===== config.mk =====
export PLATFORM = sky130hd
export DESIGN_NAME = lnr_div
export DESIGN_NICKNAME = d
export VERILOG_FILES = /design/src/rtl/lnr_pkg.sv /design/src/rtl/lnr_div.sv
export SDC_FILE = /design/constraint.sdc
export NUM_CORES = 1
export LEC_CHECK = 0
export BUFFER_PORTS_ARGS = -buffer_cell sky130_fd_sc_hd__clkbuf_2
export CORE_ASPECT_RATIO = 0.8
export CORE_MARGIN = 4
export CORE_UTILIZATION = 60
export CTS_CLUSTER_DIAMETER = 60
export DETAILED_ROUTE_END_ITERATION = 16
export GPL_TIMING_DRIVEN = 0
export PLACE_DENSITY = 0.91
export SYNTH_ARGS = -nofsm -noshare
export SYNTH_HDL_FRONTEND = slang
export SYNTH_SLANG_ARGS = --single-unit

===== constraint.sdc =====
create_clock -name clk -period 5.5 [get_ports clk]
set_input_delay 0.55 -clock clk [delete_from_list [all_inputs] [get_ports clk]]
set_output_delay 0.55 -clock clk [all_outputs]
set_load 0.1 [all_outputs]

===== src/rtl/lnr_pkg.sv =====
package lnr_pkg;

  // Field widths fixed by the interface
  localparam int DATA_W = 16;
  localparam int EPS_W  = 16;
  localparam logic [EPS_W-1:0] EPS_RESET = 16'd168;

  // Shared divider width and reciprocal square root format
  localparam int DIV_W     = 64;
  localparam int INV_W     = 32;
  localparam int ISQ_STEPS = 32;

  // The normalised value stays below sqrt(2 * 64) * 2^24, so 30 signed bits hold it
  localparam int NORM_W = 30;

  // Q.24 rounding of the scaled product
  localparam int FRAC_SHIFT = 24;

  // Sequencer states
  typedef enum logic [10:0] {
    ST_LOAD = 11'b000_0000_0001,
    ST_SQ   = 11'b000_0000_0010,
    ST_VAR  = 11'b000_0000_0100,
    ST_RCP  = 11'b000_0000_1000,
    ST_SQRT = 11'b000_0001_0000,
    ST_ORD  = 11'b000_0010_0000,
    ST_OD   = 11'b000_0100_0000,
    ST_OM   = 11'b000_1000_0000,
    ST_OS   = 11'b001_0000_0000,
    ST_ODIV = 11'b010_0000_0000,
    ST_OY   = 11'b100_0000_0000
  } state_t;

endpackage


===== src/rtl/lnr_div.sv =====
module lnr_div (
  input  logic                        clk,
  input  logic                        rst_n,
  input  logic                        start,
  input  logic [lnr_pkg::DIV_W-1:0]   num,
  input  logic [lnr_pkg::DIV_W-1:0]   den,
  output logic                        done,
  output logic [lnr_pkg::DIV_W-1:0]   quot
);

  localparam int W  = lnr_pkg::DIV_W;
  localparam int CW = $clog2(W);

  logic          busy_r;
  logic          done_r;
  logic [CW-1:0] cnt_r;
  logic [W-1:0]  rem_r;
  logic [W-1:0]  num_r;
  logic [W-1:0]  den_r;
  logic [W-1:0]  quot_r;

  logic [W:0]    trial;
  logic          fits;
  logic [W:0]    rem_nxt;

  // One restoring step: bring down the next dividend bit and try the subtraction
  always_comb begin
    trial   = {rem_r, num_r[W-1]};
    fits    = trial >= {1'b0, den_r};
    rem_nxt = fits ? (trial - {1'b0, den_r}) : trial;
  end

  // Control: busy for one step per quotient bit, then a one-cycle done pulse
  always_ff @(posedge clk) begin
    if (!rst_n) begin
      busy_r <= 1'b0;
      done_r <= 1'b0;
      cnt_r  <= '0;
    end else begin
      done_r <= 1'b0;
      if (start) begin
        busy_r <= 1'b1;
        cnt_r  <= '0;
      end else if (busy_r) begin
        cnt_r <= cnt_r + 1'b1;
        if (cnt_r == CW'(W - 1)) begin
          busy_r <= 1'b0;
          done_r <= 1'b1;
        end
      end
    end
  end

  // Datapath
  always_ff @(posedge clk) begin
    if (start) begin
      rem_r  <= '0;
      num_r  <= num;
      den_r  <= den;
      quot_r <= '0;
    end else if (busy_r) begin
      rem_r  <= rem_nxt[W-1:0];
      num_r  <= {num_r[W-2:0], 1'b0};
      quot_r <= {quot_r[W-2:0], fits};
    end
  end

  assign done = done_r;
  assign quot = quot_r;

endmodule


Yosys cells after proc, flatten, opt, wreduce, memory -nomap -nowiden
Index checks and enable logic that the tools add are counted.

Add/sub/neg operators: 2. Order comparisons: 1. Equal/unequal tests: 1. Muxes and demuxes: 7. Bitwise operators: 2. Reduce and logical (&&, ||, !) cells: 3.

Operators by type and width (number): 64-bit two-way mux (3); 65-bit by 64-bit >= comparator with 1-bit output (1); 64-bit subtractor (1); 6-bit by 1-bit adder with 6-bit output (second input constant) (1); 6-bit equality test (second input constant) (1); 1-bit two-way mux (4); 3-bit OR reduction (1); 1-bit inverter (2); 2-bit nonzero test (1); 2-bit OR reduction (1).

Register bits: 264. Input port bits: 131. Output and inout bits: 65. Word-level logic and storage cells: 23.

Logic depth before layout (Yosys ltp)
Word-level depth: 4. Mapped depth: 15. Gate-level depth less buffers: 12.

Worst setup path after synthesis
No wires, ideal clock.

Path kind: reg2reg. Start: register den_r[39]. End: register rem_r[58]. Library setup time: 0.092 ns. Data arrival time: 3.085 ns. Path slack: 2.322 ns. Cell stages (with the launch flop): 13. Path buffers: 1. Clock period less this slack: 3.178 ns. Path through: edfxtp_1 > inv_1 > ha_1 > clkbuf_1 > a21o_1 > a21o_1 > or3_1 > or2_0 > nor4_1 > o211ai_1 > o21ai_1 > mux2_2 > o32ai_1.

Longest elaborated chain between the ends: 2. Elaborated cells on any way between the ends: 3.

RTL lines: start: declaration (RTL line lnr_div.sv:19) `logic [W-1:0] den_r;`; start signal: assignment (RTL line lnr_div.sv:59) `den_r <= den;`; 64-bit subtractor or 65-bit by 64-bit >= comparator with 1-bit output (tied branches) (RTL line lnr_div.sv:30, lnr_div.sv:29); 64-bit two-way mux (*) (RTL line lnr_div.sv:30) `rem_nxt = fits ? (trial - {1'b0, den_r}) : trial;`; end signal: assignment (RTL line lnr_div.sv:62) `rem_r <= rem_nxt[W-1:0];`; end: declaration (RTL line lnr_div.sv:17) `logic [W-1:0] rem_r;`.

Mark *: on every way between the ends. The rest lies on a longest branch, timed or not. A chain may end at the register's enable or synchronous reset.

Final worst setup path
Same ends and word-level chain as after synthesis.

==> metrics.log <==
INFO  metric status = finished clean
INFO  metric fraction_of_power_consumed_by_the_clock_network = 36.2%
INFO  metric placed_area = 15700 um2
INFO  metric met3_wirelength = 4910 um
INFO  metric postRouteWirelength = 41600 um
INFO  metric dp_hpwl = 28900 um
INFO  metric gp_routability_congestion = 1.01
INFO  metric number_of_sinks_driven_by_the_clock_tree = 264
INFO  metric num_rows = 50
INFO  metric cts_tree = yes
INFO  metric vdd_ir_drop_max = 0.271 mV
INFO  metric dominantRegCellSynth = sky130_fd_sc_hd__dfxtp_1
INFO  metric sum_neg_setup_slack = 0 ns
INFO  metric die-height = 146 um
INFO  metric fillCellCount = 1695
INFO  metric critPathCaptureType = flop
INFO  metric power_per_cell_area = 303 nW/um2
INFO  metric worst_ep_required_time = 5.98 ns
INFO  metric least_margin_pin_slew = 0.961 ns
INFO  metric layout_commonest_cell = sky130_fd_sc_hd__clkbuf_2
INFO  metric globalRouteTotalUtil = 30.5%
INFO  metric syn_area = 14300 um2
INFO  metric area_occupied_by_multi_input_gates = 7070 um2
INFO  metric cts_resized = 0
INFO  metric portBuffers = 195
INFO  metric share_seq_of_total_power = 45.0%
INFO  metric drc = 0
INFO  metric intPower = 3.57 mW
INFO  metric cts.hold.buffers_added = 0
INFO  metric skew = 0.0304 ns
INFO  metric pin_count = 196
INFO  metric synth_area_leader_cell = sky130_fd_sc_hd__edfxtp_1
INFO  metric worst_r2r_setup_slack = 1.19 ns
INFO  metric setup.worst_path.start_class = flop
INFO  metric arrival = 4.80 ns
INFO  metric setup_violations = 0
INFO  metric power_leakage = 7.11 nW
INFO  metric h-tree-depth = 1
INFO  metric initialDrtViolationCount = 1307
INFO  metric worst_setup_hold_path_clk_slew = 0.07 ns
INFO  metric floorplan.die_area = 26400 um2
INFO  metric core_region_area = 23500 um2
INFO  metric worst-path-max-fanout = 10
INFO  metric syn_to_final_growth = 15.8%
INFO  metric diodes = 0
INFO  metric initial_core_util = 61.1%
INFO  metric layout_min_cycle_time = 4.31 ns
INFO  metric synth_area_leaders = sky130_fd_sc_hd__edfxtp_1 27%, sky130_fd_sc_hd__dfxtp_1 19%, sky130_fd_sc_hd__ha_1 5.7%
INFO  metric report.final.slew_viol_count = 0
INFO  metric synth_warnings = 0
INFO  metric avgViaCountPerCell = 6.19
INFO  metric seq_area_frac_synth = 45.8%
INFO  metric hold_class = in2reg
INFO  metric distinct_cell_type_count_after_synthesis = 72
INFO  metric area.sequential = 6570 um2
INFO  metric post_synth.cell_area_avg = 9.75 um2
INFO  metric route.antenna.remaining_nets = 0
INFO  metric finish.utilization = 70.8%
INFO  metric drive_gt1_share = 20.3%
INFO  metric layoutNonFillerInstCount = 2030
INFO  metric synth_nets = 1668
INFO  metric cell_at_the_root_of_the_clock_tree = sky130_fd_sc_hd__clkbuf_16
INFO  metric wl_met1 = 16600 um
INFO  metric crit_type = reg2reg
INFO  metric overflow = 0
INFO  metric width_of_the_die = 181 um
INFO  metric detailroute.wirelength.met2 = 18400 um
INFO  metric pin_count_of_the_biggest_net_entering_global_routing = 66
INFO  metric worst_slew_margin_rel = 35.3%
INFO  metric drv.max_cap_violation_count = 0
INFO  metric grt_pass1_wl = 66200 um
INFO  metric postSynth.asyncResetShare = 0%
INFO  metric number_of_flops_mapped_to_enable_cells_by_yosys = 128
INFO  metric placed_cells_incl_taps = 1979
INFO  metric dr_total_vias = 12600
INFO  metric design_area = 16600 um2
INFO  metric grt_setup_unrepaired = false
INFO  metric synth.top_cell.area_share = 26.8%
INFO  metric dr.pass1.iters = 6
INFO  metric number_of_buffers_created_by_cts = 28
INFO  metric power.net_switching = 1.47 mW
INFO  metric routed.top_layer = met4
INFO  metric synthCells = 1471
INFO  metric sw_frac_of_total = 29.2%
INFO  metric achievable-frequency = 232 MHz
INFO  metric drt-wirelength-per-cell = 20.5 um
INFO  metric layout.nets = 1894
INFO  metric hold_violations = 0
INFO  metric ys_seq_elements = 264
INFO  metric most-common-layout-cells = 197 x sky130_fd_sc_hd__clkbuf_2, 163 x sky130_fd_sc_hd__nor2_1, 145 x sky130_fd_sc_hd__nand2_1
INFO  metric cts-root-to-sink-buffers = 3
INFO  metric number_of_antenna_violations_at_the_first_check_in_global_routing = 0
INFO  metric clock_latency = 0.57 ns
INFO  metric finalHoldWorstSlack = 0.146 ns
INFO  metric power_frac_comb = 18.8%
INFO  metric cts_post_setup_buffers_inserted = 0
INFO  metric post-route-period-util = 78.4%
INFO  metric number_of_global_route_vias_before_repair = 12500
==> cells in the mapped netlist (all sizes together), types with 11 or more instances <==
cell type,n
nor2,164
nand2,146
dfxtp,136
edfxtp,128
a21oi,89
inv,85
mux2i,71
ha,65
mux2,64
clkbuf,57
o21ai,49
a311oi,40
a21o,38
nand4,31
buf,30
xnor2,30
a211oi,24
xor2,24
o21bai,20
nand3,19
and3,13
or3,13
nor3,12
o21a,11
==> critical path, stage by stage (launching register included) <==
cell,delay [ns]
sky130_fd_sc_hd__edfxtp_1,0.36
sky130_fd_sc_hd__inv_1,0.09
sky130_fd_sc_hd__ha_1,0.26
sky130_fd_sc_hd__clkbuf_1,0.26
sky130_fd_sc_hd__a21o_1,0.24
sky130_fd_sc_hd__a21o_1,0.20
sky130_fd_sc_hd__or3_1,0.40
sky130_fd_sc_hd__or2_0,0.25
sky130_fd_sc_hd__nor4_1,0.84
sky130_fd_sc_hd__o211ai_1,0.33
sky130_fd_sc_hd__o21ai_1,0.40
sky130_fd_sc_hd__mux2_2,0.38
sky130_fd_sc_hd__o32ai_1,0.25
==> cell type report <==
cell class / instances / area share, %
Multi-Input combinational cell: 1035 / 42.6
Sequential cell: 264 / 39.5
Timing Repair Buffer: 196 / 6.01
Clock buffer: 40 / 4.69
Tap cell: 312 / 2.35
Buffer: 87 / 2.30
Inverter: 85 / 1.92
Clock inverter: 11 / 0.618
==> stage by stage <==
stage / setup WS, ns / power (mW)
floorplan: 2.32 / 2.95
global placement: 0.271 / 3.17
detailed placement: 1.39 / 3.21
CTS: 1.35 / 5.03
global route: 1.05 / 5.24
finish: 1.19 / 5.04
==> registers in the layout, summed over array words and instances, names as in the netlist <==
register  flops
quot         64
rem_r        64
cnt_r         6
num_r        64
done          1
busy_r        1
den_r        64
==> power by group through the flow <==
stage	logic, mW	registers (mW)	clock network, mW
final	0.948	2.27	1.82
after floorplan	0.663	2.28	0
after detailed placement	0.910	2.30	0
after global placement	0.876	2.30	0
after CTS	0.925	2.26	1.84
after global routing	1.04	2.28	1.93
==> logic make-up after synthesis <==
| kind of cell | count (synthesis) | share of synthesized area [%] |
|---|---|---|
| AND/OR/NAND/NOR | 432 | 13.6 |
| AO/OA/AOI/OAI | 348 | 16.6 |
| XOR/XNOR | 54 | 3.30 |
| adder cells (fa/ha/maj) | 66 | 5.81 |
| flip-flops | 264 | 45.8 |
| buffers and inverters | 172 | 4.89 |
| multiplexers | 135 | 9.98 |
==> worst paths after layout <==
check,start,endpoint,cells after the start
hold / removal,den[62],den_r[62],1
setup reg to reg,den_r[39],rem_r[58],12
hold reg to reg,rem_r[4],rem_r[5],2
setup / recovery,den_r[39],rem_r[58],12
==> layer usage <==
metal | up-vias | global-route usage, %
met1 | 5893 | 40.4
met5 | - | 0
met4 | 0 | 11.5
met3 | 149 | 8.49
met2 | 731 | 48.2
li1 | 5799 | -
No activity file was read; power rests on OpenSTA's default activity.
